===== config.mk =====
export PLATFORM = sky130hd
export DESIGN_NAME = sstf_disk_request_scheduler
export DESIGN_NICKNAME = d
export VERILOG_FILES = /design/src/rtl/core/sstf_pkg.sv /design/src/rtl/core/sstf_disk_request_scheduler.sv /design/src/rtl/core/sstf_cell.sv
export VERILOG_INCLUDE_DIRS = /design/src /design/src/rtl/core
export SDC_FILE = /design/constraint.sdc
export NUM_CORES = 2
export LEC_CHECK = 0
export ABC_CLOCK_PERIOD_IN_PS = 13480
export BUFFER_PORTS_ARGS = -buffer_cell sky130_fd_sc_hd__buf_2
export CORE_ASPECT_RATIO = 0.7
export CORE_UTILIZATION = 50
export DETAILED_ROUTE_END_ITERATION = 8
export HOLD_SLACK_MARGIN = 0.03
export PLACE_DENSITY = 0.65
export SKIP_LAST_GASP = 1
export SLEW_MARGIN = 20
export SYNTH_ARGS = -nofsm -noshare
export SYNTH_HDL_FRONTEND = slang
export SYNTH_SLANG_ARGS = --single-unit

===== constraint.sdc =====
create_clock -name clk -period 13.48 [get_ports clk]
set_clock_uncertainty 0.1 [all_clocks]
set_input_delay 1.348 -clock clk [delete_from_list [all_inputs] [get_ports clk]]
set_output_delay 1.348 -clock clk [all_outputs]
set_load 0.005 [all_outputs]

===== src/rtl/core/sstf_disk_request_scheduler_macros.svh =====
// Assertion helpers used by the scheduler module
`ifndef SSTF_DISK_REQUEST_SCHEDULER_MACROS_SVH
`define SSTF_DISK_REQUEST_SCHEDULER_MACROS_SVH

// Check a property on every rising edge outside reset
`define SSTF_CHECK(lbl, prop, msg) \
  lbl: assert property (@(posedge clk) disable iff (rst) prop) else $error(msg);

// Check a property on every rising edge, reset included
`define SSTF_CHECK_ALWAYS(lbl, prop, msg) \
  lbl: assert property (@(posedge clk) prop) else $error(msg);

`endif


===== src/rtl/core/sstf_pkg.sv =====
`timescale 1ns / 1ps
package sstf_pkg;

  localparam int MAX_REQ    = 16;
  localparam int ID_BITS    = 4;
  localparam int TRACK_BITS = 16;
  localparam int CNT_BITS   = 5;

  localparam logic [CNT_BITS-1:0] MAX_REQ_CNT = CNT_BITS'(MAX_REQ);

  // Opcodes of an input item
  localparam logic OP_REQUEST = 1'b0;
  localparam logic OP_FINISH  = 1'b1;

  // Configuration register indexes
  localparam logic [1:0] REG_QUEUE_LIMIT     = 2'd0;
  localparam logic [1:0] REG_REQUESTER_COUNT = 2'd1;

  typedef struct packed {
    logic                  opcode;
    logic [ID_BITS-1:0]    requester_id;
    logic [TRACK_BITS-1:0] track;
  } req_item_t;

  typedef struct packed {
    logic                  served;
    logic [ID_BITS-1:0]    served_requester;
    logic [TRACK_BITS-1:0] served_track;
    logic                  rejected;
    logic                  all_done;
  } result_item_t;

  // Command broadcast to the row of cells
  typedef struct packed {
    logic                  wr_req;
    logic                  wr_fin;
    logic                  clr;
    logic [ID_BITS-1:0]    id;
    logic [TRACK_BITS-1:0] track;
  } cell_cmd_t;

  // Context shared by every cell during a scan
  typedef struct packed {
    logic [TRACK_BITS-1:0] head;
    logic [CNT_BITS-1:0]   used;
  } cell_ctx_t;

  // Running scan result handed from cell to cell
  typedef struct packed {
    logic                  found;
    logic [CNT_BITS-1:0]   pend;
    logic [ID_BITS-1:0]    best_id;
    logic [TRACK_BITS-1:0] best_dist;
    logic [TRACK_BITS-1:0] best_track;
  } scan_t;

endpackage


===== src/rtl/core/sstf_disk_request_scheduler.sv =====
`timescale 1ns / 1ps
// Shortest-seek-time-first disk request scheduler.
// Input: an event in item (opcode, requester_id, track) is taken at a rising
// edge with start high and busy low. Opcode request places a track in the
// requester's slot; opcode finish retires the requester.
// Output: one result per event, shown on result for the single cycle in
// which done is high. The receiver cannot hold it off and must take it then.
// Configuration: a write on cfg_index / cfg_data transfers when cfg_valid and
// cfg_ready are both high; cfg_ready is high while no event is in progress.
// Index 0 is the queue limit, index 1 the requester count (reloads live count).
// Sequence: each event passes from transfer through an update state that
// writes the slots, a scan state while the scan walks the row of 16 cells
// (one cell per cycle), and a serve state that serves and clears the chosen
// slot. A new event may be started in the cycle done is high.
// Reset: all slots empty, no requester finished, head at track 0, queue limit
// 1, requester count and live count 16.
module sstf_disk_request_scheduler (
  input  logic                    clk,
  input  logic                    rst,
  input  logic                    start,
  output logic                    busy,
  input  sstf_pkg::req_item_t     item,
  output logic                    done,
  output sstf_pkg::result_item_t  result,
  input  logic                    cfg_valid,
  output logic                    cfg_ready,
  input  logic [1:0]              cfg_index,
  input  logic [sstf_pkg::CNT_BITS-1:0] cfg_data
);
  import sstf_pkg::*;

  localparam logic [1:0] ST_IDLE   = 2'd0;
  localparam logic [1:0] ST_UPDATE = 2'd1;
  localparam logic [1:0] ST_SCAN   = 2'd2;
  localparam logic [1:0] ST_SERVE  = 2'd3;

  logic [1:0]            state;
  logic [1:0]            state_next;
  logic [ID_BITS-1:0]    scan_cnt;
  req_item_t             cur;
  logic [CNT_BITS-1:0]   queue_limit;
  logic [CNT_BITS-1:0]   requester_count;
  logic [CNT_BITS-1:0]   live_count;
  logic [TRACK_BITS-1:0] head_track;
  logic                  rej;

  logic [CNT_BITS-1:0]   used;
  logic [MAX_REQ-1:0]    valid_vec;
  logic [MAX_REQ-1:0]    fin_vec;
  logic                  bad_event;
  logic [CNT_BITS-1:0]   target;
  logic                  serve_now;
  cell_cmd_t             cmd;
  cell_ctx_t             ctx;
  scan_t                 scan_link [MAX_REQ+1];

  assign busy      = (state != ST_IDLE);
  assign cfg_ready = !busy;
  assign used      = (requester_count > MAX_REQ_CNT) ? MAX_REQ_CNT : requester_count;

  // Row of cells: scan enters empty at cell 0 and leaves after the last
  assign scan_link[0] = '0;
  assign ctx.head     = head_track;
  assign ctx.used     = used;

  for (genvar g = 0; g < MAX_REQ; g++) begin : g_cell
    sstf_cell u_cell (
      .clk      (clk),
      .rst      (rst),
      .my_index (ID_BITS'(g)),
      .cmd      (cmd),
      .ctx      (ctx),
      .scan_in  (scan_link[g]),
      .scan_out (scan_link[g+1]),
      .valid    (valid_vec[g]),
      .finished (fin_vec[g])
    );
  end

  // Judge the event against the current slot state
  assign bad_event = ({1'b0, cur.requester_id} >= used) ||
                     valid_vec[cur.requester_id] || fin_vec[cur.requester_id];

  // Service decision from the scan result leaving the row
  assign target    = (live_count < queue_limit) ? live_count : queue_limit;
  assign serve_now = (live_count != '0) && scan_link[MAX_REQ].found &&
                     (scan_link[MAX_REQ].pend >= target);

  // Drive the cell command
  always_comb begin
    cmd        = '0;
    cmd.id     = cur.requester_id;
    cmd.track  = cur.track;
    if (state == ST_UPDATE && !bad_event) begin
      cmd.wr_req = (cur.opcode == OP_REQUEST);
      cmd.wr_fin = (cur.opcode == OP_FINISH);
    end else if (state == ST_SERVE && serve_now) begin
      cmd.clr = 1'b1;
      cmd.id  = scan_link[MAX_REQ].best_id;
    end
  end

  // Sequence: update, scan across the row, serve
  always_comb begin
    state_next = state;
    case (state)
      ST_IDLE:   if (start) state_next = ST_UPDATE;
      ST_UPDATE: state_next = ST_SCAN;
      ST_SCAN:   if (scan_cnt == ID_BITS'(MAX_REQ - 1)) state_next = ST_SERVE;
      ST_SERVE:  state_next = ST_IDLE;
      default:   state_next = ST_IDLE;
    endcase
  end

  always_ff @(posedge clk) begin
    if (rst) begin
      state    <= ST_IDLE;
      scan_cnt <= '0;
    end else begin
      state <= state_next;
      if (state == ST_SCAN) begin
        scan_cnt <= scan_cnt + ID_BITS'(1);
      end else begin
        scan_cnt <= '0;
      end
    end
  end

  // Capture the event on transfer and its rejection verdict in the update state
  always_ff @(posedge clk) begin
    if (state == ST_IDLE && start) begin
      cur <= item;
    end
    if (state == ST_UPDATE) begin
      rej <= bad_event;
    end
  end

  // Configuration, live count and head position
  always_ff @(posedge clk) begin
    if (rst) begin
      queue_limit     <= CNT_BITS'(1);
      requester_count <= MAX_REQ_CNT;
      live_count      <= MAX_REQ_CNT;
      head_track      <= '0;
    end else begin
      if (cfg_valid && cfg_ready) begin
        case (cfg_index)
          REG_QUEUE_LIMIT: queue_limit <= cfg_data;
          REG_REQUESTER_COUNT: begin
            requester_count <= cfg_data;
            live_count      <= cfg_data;
          end
          default: ;
        endcase
      end
      if (state == ST_UPDATE && !bad_event && cur.opcode == OP_FINISH &&
          live_count != '0) begin
        live_count <= live_count - CNT_BITS'(1);
      end
      if (state == ST_SERVE && serve_now) begin
        head_track <= scan_link[MAX_REQ].best_track;
      end
    end
  end

  // Present the result for one cycle
  always_ff @(posedge clk) begin
    if (rst) begin
      done <= 1'b0;
    end else begin
      done <= (state == ST_SERVE);
    end
    if (state == ST_SERVE) begin
      result.served           <= serve_now;
      result.served_requester <= serve_now ? scan_link[MAX_REQ].best_id : '0;
      result.served_track     <= serve_now ? scan_link[MAX_REQ].best_track : '0;
      result.rejected         <= rej;
      result.all_done         <= (live_count == '0);
    end
  end

`include "sstf_disk_request_scheduler_macros.svh"

  `SSTF_CHECK(a_start_busy, (start && !busy) |=> busy, "accepted event did not start work")
  `SSTF_CHECK(a_done_idle, done |-> !busy, "result shown while still busy")
  `SSTF_CHECK(a_served_live, (done && result.served) |-> !result.all_done, "served with no live requesters")
  `SSTF_CHECK_ALWAYS(a_one_cmd, $countones({cmd.wr_req, cmd.wr_fin, cmd.clr}) <= 1, "several cell commands at once")

endmodule


===== src/rtl/core/sstf_cell.sv =====
`timescale 1ns / 1ps
module sstf_cell (
  input  logic                           clk,
  input  logic                           rst,
  input  logic [sstf_pkg::ID_BITS-1:0]   my_index,
  input  sstf_pkg::cell_cmd_t            cmd,
  input  sstf_pkg::cell_ctx_t            ctx,
  input  sstf_pkg::scan_t                scan_in,
  output sstf_pkg::scan_t                scan_out,
  output logic                           valid,
  output logic                           finished
);
  import sstf_pkg::*;

  logic [TRACK_BITS-1:0] trk;
  logic [TRACK_BITS-1:0] seek;
  logic                  hit;
  logic                  active;
  logic                  better;
  scan_t                 scan_next;

  assign hit    = (cmd.id == my_index);
  assign active = ({1'b0, my_index} < ctx.used);

  // Hold the slot and the finished mark
  always_ff @(posedge clk) begin
    if (rst) begin
      valid    <= 1'b0;
      finished <= 1'b0;
    end else if (hit) begin
      if (cmd.wr_req) begin
        valid <= 1'b1;
      end
      if (cmd.wr_fin) begin
        finished <= 1'b1;
      end
      if (cmd.clr) begin
        valid <= 1'b0;
      end
    end
  end

  always_ff @(posedge clk) begin
    if (hit && cmd.wr_req) begin
      trk <= cmd.track;
    end
  end

  // Fold this slot into the running count and nearest-track choice
  always_comb begin
    seek      = (trk >= ctx.head) ? (trk - ctx.head) : (ctx.head - trk);
    better    = !scan_in.found || (seek < scan_in.best_dist);
    scan_next = scan_in;
    if (valid && active) begin
      scan_next.pend = scan_in.pend + CNT_BITS'(1);
      if (better) begin
        scan_next.found      = 1'b1;
        scan_next.best_id    = my_index;
        scan_next.best_dist  = seek;
        scan_next.best_track = trk;
      end
    end
  end

  // Advance the scan by one cell each cycle
  always_ff @(posedge clk) begin
    if (rst) begin
      scan_out.found <= 1'b0;
      scan_out.pend  <= '0;
    end else begin
      scan_out.found <= scan_next.found;
      scan_out.pend  <= scan_next.pend;
    end
    scan_out.best_id    <= scan_next.best_id;
    scan_out.best_dist  <= scan_next.best_dist;
    scan_out.best_track <= scan_next.best_track;
  end

endmodule

# Yosys cells after proc, flatten, opt, wreduce, memory -nomap -nowiden

Cells that the tools add are included.

Bits in writable memories: 0
Output and inout port bits: 26
Memories kept: 0
Flip-flop bits (word level): 1027
Bits in read-only memories: 0
Latch bits: 0
Input port bits: 32

Div/mod/pow operators: 0
Multiply operators: 0
Reduce and logical (&&, ||, !) cells: 120
Equal/unequal tests: 22
Add/subtract/negate cells: 49
Order comparisons: 52
Multiplexer cells: 79
Bitwise gates (word level): 2
Shift operators: 0

Operators with widths:

| kind                | number |
|---|---|
| $mux 42             | 16 |
| $mux 36             | 15 |
| $sub 16x16->16      | 32 |
| $ge 16x16->1        | 16 |
| $mux 16             | 16 |
| $lt 16x16->1        | 15 |
| $add 5x1->5 const B | 15 |
| $reduce_and 2->1    | 36 |
| $logic_and 1x1->1   | 40 |
| $lt 4x5->1 const A  | 8 |
| $eq 4x4->1 const B  | 9 |
| $mux 5              | 7 |
| $lt 3x5->1 const A  | 4 |
| $mux 1              | 19 |
| $logic_not 1->1     | 17 |
| $logic_or 1x1->1    | 17 |
| $eq 4x3->1 const B  | 4 |
| $lt 1x5->1 const A  | 2 |
| $lt 2x5->1 const A  | 2 |
| $bmux 1 s4          | 2 |
| $eq 4x2->1 const B  | 2 |
| $pmux 2 s4          | 1 |
| $reduce_bool 2->1   | 4 |
| $mux 2              | 3 |
| 17 further kinds    | 22 |

# Logic depth before layout (Yosys ltp)

Depth in word-level cells: 11
Gate-level depth with buffers: 25
Mapped depth without buffers: 22

# Cells and area by module

From an unflattened synthesis, not the netlist that was laid out.

Cell total of the unflattened synthesis: 7596
Area, all modules: 69895.8 µm²

Modules (own cells, without submodules):

| module                             | area each (µm²) | sequential area each (µm²) | instances | cells an instance |
|---|---|---|---|---|
| sstf_cell at g_cell[11].u_cell ... | 4130.2          | 1361.3                     | 6         | 451 |
| sstf_cell at g_cell[5].u_cell ...  | 4116.4          | 1361.3                     | 4         | 474 |
| sstf_cell at g_cell[0].u_cell ...  | 4145.2          | 1361.3                     | 2         | 451 |
| sstf_cell at g_cell[14].u_cell     | 4179.0          | 1361.3                     | 1         | 446 |
| sstf_cell at g_cell[10].u_cell     | 4137.7          | 1361.3                     | 1         | 435 |
| sstf_cell at g_cell[7].u_cell      | 4120.2          | 1361.3                     | 1         | 442 |
| sstf_cell at g_cell[12].u_cell     | 4096.4          | 1361.3                     | 1         | 433 |
| sstf_disk_request_scheduler        | 3824.9          | 2112.0                     | 1         | 336 |

# Least setup slack after synthesis

OpenSTA, ideal clock, no wires.

Path kind: reg-to-reg
Start point: reg head_track[1]
End point: reg g_cell[14].u_cell.scan_out[10] (netlist name)
Stages on the path, launching flop included: 23
Buffers on the path: 3
Required time: 13.259 ns
Arrival time: 6.829 ns
Path slack: 6.431 ns
Path through: dfxtp_1 inv_1 fa_1 a21o_1 a221oi_1 a21o_1 a21oi_1 buf_2 mux2i_1 o21ai_0 a21oi_1 xnor2_1 ha_1 a21oi_1 nor2b_1 a2111oi_0 o21ai_0 a21oi_1 o21ai_0 a21boi_0 clkbuf_1 buf_2 mux2_2

RTL lines:

| element                | line                               | RTL |
|---|---|---|
| start, declared        | sstf_disk_request_scheduler.sv:44  | `logic [TRACK_BITS-1:0] head_track;` |
| start signal, assigned | sstf_disk_request_scheduler.sv:162 | `head_track <= scan_link[MAX_REQ].best_track;` |
| end, declared          | sstf_cell.sv:9                     | `output sstf_pkg::scan_t scan_out,` |

==> impl_metrics.toml <==
[sta]
maxSlewViolCount = 0
hold_ws_ns = 0.322
tightest_slew_ns = 1.24
fmax_mhz = 132
rsz0062_at_grt = "no"
hold_viol_final = 0
slew_headroom = 0.168
fin_crit_ns = 7.58
tns_ns = 0
setup_viol = 0
finalCritPeriodShare = 0.562

[yosys]
syn_nets = 7296
synth_top_flop_cell = "dfxtp_1"
synth_top_area_frac = 0.229
ys_seq_area_frac = 0.377
syn_avg_cell_area_sq_um = 9.43
yosys-top-cells-area = "dfxtp_1 23%, ha_1 15%, edfxtp_1 15%"
yosysWarnings = 0
postSynth.asyncResetShare = 0
ys_seq_elements = 1001
ys_types = 106
netlist_area_sq_um = 61100
synthCells = 6478
synth-edff-count = 301
synth_top_area_cell = "dfxtp_1"

[flow_run]
drv_cap = 0

[finish]
multiInputGateArea_sq_um = 34500
fin_cells = 8175
fin_util = 0.555
fin_nets = 7277
areaGrowthSynthToFinish_pct = 9.32
nFillCells = 10900
final-seq-area_sq_um = 23100
drive_above_1_share = 0.106

[routing]
dr.pass1.iters = 6
wl_per_cell_microns = 25.3
first_iter_violations = 6153
wirelength_microns = 207000
drc = 0
ant_nets = 0
num_vias = 48800
via_per_inst = 5.97

[placed_design]
dp_cells = 7974
gp_congestion = 0.983
dp_hpwl_microns = 152000
portBuffers = 57

[worst_setup_path]
arrival_ns = 8.07
critPathKind = "flip-flop to flip-flop"
startpoint_type = "flip-flop"
required_ns = 13.97
cp_max_fo = 26
setup.worst_path.end_class = "flip-flop"

[power]
power.switching_fraction = 0.275
clkPwrFrac = 0.404
combPwrFrac = 0.123
power.share.sequential = 0.472
power_mw = 7.62
p_switching_mw = 2.10
power_leakage_nw = 28.4
intPower_mw = 5.52
vdd_drop_max_uv = 123
power_density_nw_per_um2 = 114

[cts]
cts-hold-fix-buffers = 0
clkTransAtPathRegs_ns = 0.06
clock_latency_ns = 0.72
clock_sinks = 1001
cts_resized = 0
cts_buffers = 102
h-tree-depth = 3
cts_tree = "done"
cts_root_buf = "clkbuf_16"
cts_setup_buffers = 0
clockBufferDepth = 3

[global_routing]
grt_usage = 0.329
grt_overflow = 0
grt_pass1_vias = 45000
grt_pass1_wl_microns = 300000
antenna_found_initial = 12
grt_max_degree = 88

[floorplan]
die_area_sq_um = 124000
die_y_microns = 294
coreArea_sq_um = 120000
die_x_microns = 420
initial_core_util = 0.508
row_count = 106
ioPinCount = 58

[min_path]
min_path_type = "flip-flop to flip-flop"

[status]
outcome = "complete, no violations"
logic make-up (layout without fill, tap and decap cells):
group / count (synthesis) / after routing / share of synthesized area
xor gates and xnor gates: 274 / 274 / 0.0393
AOI/OAI and AO/OA: 1701 / 1701 / 0.177
DFF: 1001 / 1001 / 0.377
buffers and inverters: 925 / 995 / 0.0596
other: 0 / 7 / 0
and+or+nand+nor: 1372 / 1372 / 0.106
muxes: 419 / 419 / 0.0749
adders and majority gates: 786 / 786 / 0.165
through the flow:
| stage | setup WS (ns) | cell area, sq um |
|---|---|---|
| after floorplan | 6.43 | 61100 |
| after global placement | 6.47 | 63100 |
| after detailed placement | 6.47 | 63100 |
| after CTS | 6.45 | 66700 |
| after global routing | 5.57 | 66700 |
| final | 5.90 | 66800 |
final cells by class:
class	count	area share
Clock buffer	155	0.0487
Inverter	651	0.0366
Sequential cell	1001	0.345
Tap cell	1620	0.0304
Timing Repair Buffer	151	0.0152
Clock inverter	38	0.00602
Antenna cell	7	0.000262
Multi-Input combinational cell	4552	0.517
synth_stat cells (all sizes together), types with 96 or more instances:
cell	number
nand2	412
buf	96
mux2	287
mux2i	131
xor2	126
clkbuf	178
edfxtp	301
ha	754
xnor2	148
a21oi	515
o21ai	407
inv	651
dfxtp	700
nor2	395
a21o	233
worst paths after layout:
kind	start	endpoint	slack, ns	depth (start not counted)
hold reg to reg	g_cell[14].u_cell.scan_out[33]	g_cell[15].u_cell.scan_out[33]	0.32	1
setup reg to reg	head_track[11]	g_cell[14].u_cell.scan_out[10]	5.90	23
hold / removal	g_cell[14].u_cell.scan_out[33]	g_cell[15].u_cell.scan_out[33]	0.32	1
setup / recovery	head_track[11]	g_cell[14].u_cell.scan_out[10]	5.90	23
critical path, cell delays in order (launching register included):
cell and delay, ns:
dfxtp_1 0.31, buf_4 0.23, clkinv_1 1.00, buf_4 0.61
ha_1 0.43, and4_1 0.26, or2_2 0.30, o22ai_1 0.19
a21oi_2 0.04, buf_4 0.24, mux2i_1 0.24, o21ai_0 0.11
a21oi_1 0.21, xnor2_1 0.18, ha_1 0.29, a21oi_1 0.22
nor2b_1 0.07, a2111oi_0 0.40, o21ai_0 0.23, a21oi_1 0.18
o21ai_0 0.17, a21boi_4 0.61, buf_4 0.44, mux2_2 0.39
sequential cells by signal (all words and copies together), names as in the netlist, 16 cells and up:
register                cells
g_cell.u_cell.trk         256
head_track                 16
g_cell.u_cell.valid        16
cmd                        16
g_cell.u_cell.scan_out    630
result                     23
g_cell.u_cell.finished     16
per-layer routing:
layer | track usage | vias up | share of wire
met1 | 0.502 | 23600 | 0.48
met3 | 0.0922 | 298 | 0.11
li1 | - | 22800 | -
met2 | 0.446 | 2160 | 0.39
met5 | 0 | - | 0.00027
met4 | 0.0840 | 8 | 0.026
power by group through the flow:
stage               combinational, mW  clock [mW]  sequential (mW)
finish                          0.939        3.08             3.60
global route                     1.02        3.24             3.61
CTS                             0.922        3.12             3.59
detailed placement              0.914           0             3.65
global placement                0.897           0             3.65
floorplan                       0.581           0             3.53
cells in the final DEF (no fill, tap or decap), types with 74 or more instances in the layout:
master / count
ha_1: 753
nand3_1: 94
edfxtp_1: 301
mux2i_1: 131
o21ai_0: 394
nor2_1: 387
nand2_1: 412
inv_1: 644
a21o_1: 233
xnor2_1: 148
dfxtp_1: 699
nand4_1: 74
mux2_2: 283
buf_4: 93
xor2_1: 126
a21oi_1: 512
clkbuf_16: 118
Note: power is estimated with default switching activity, not from simulation.
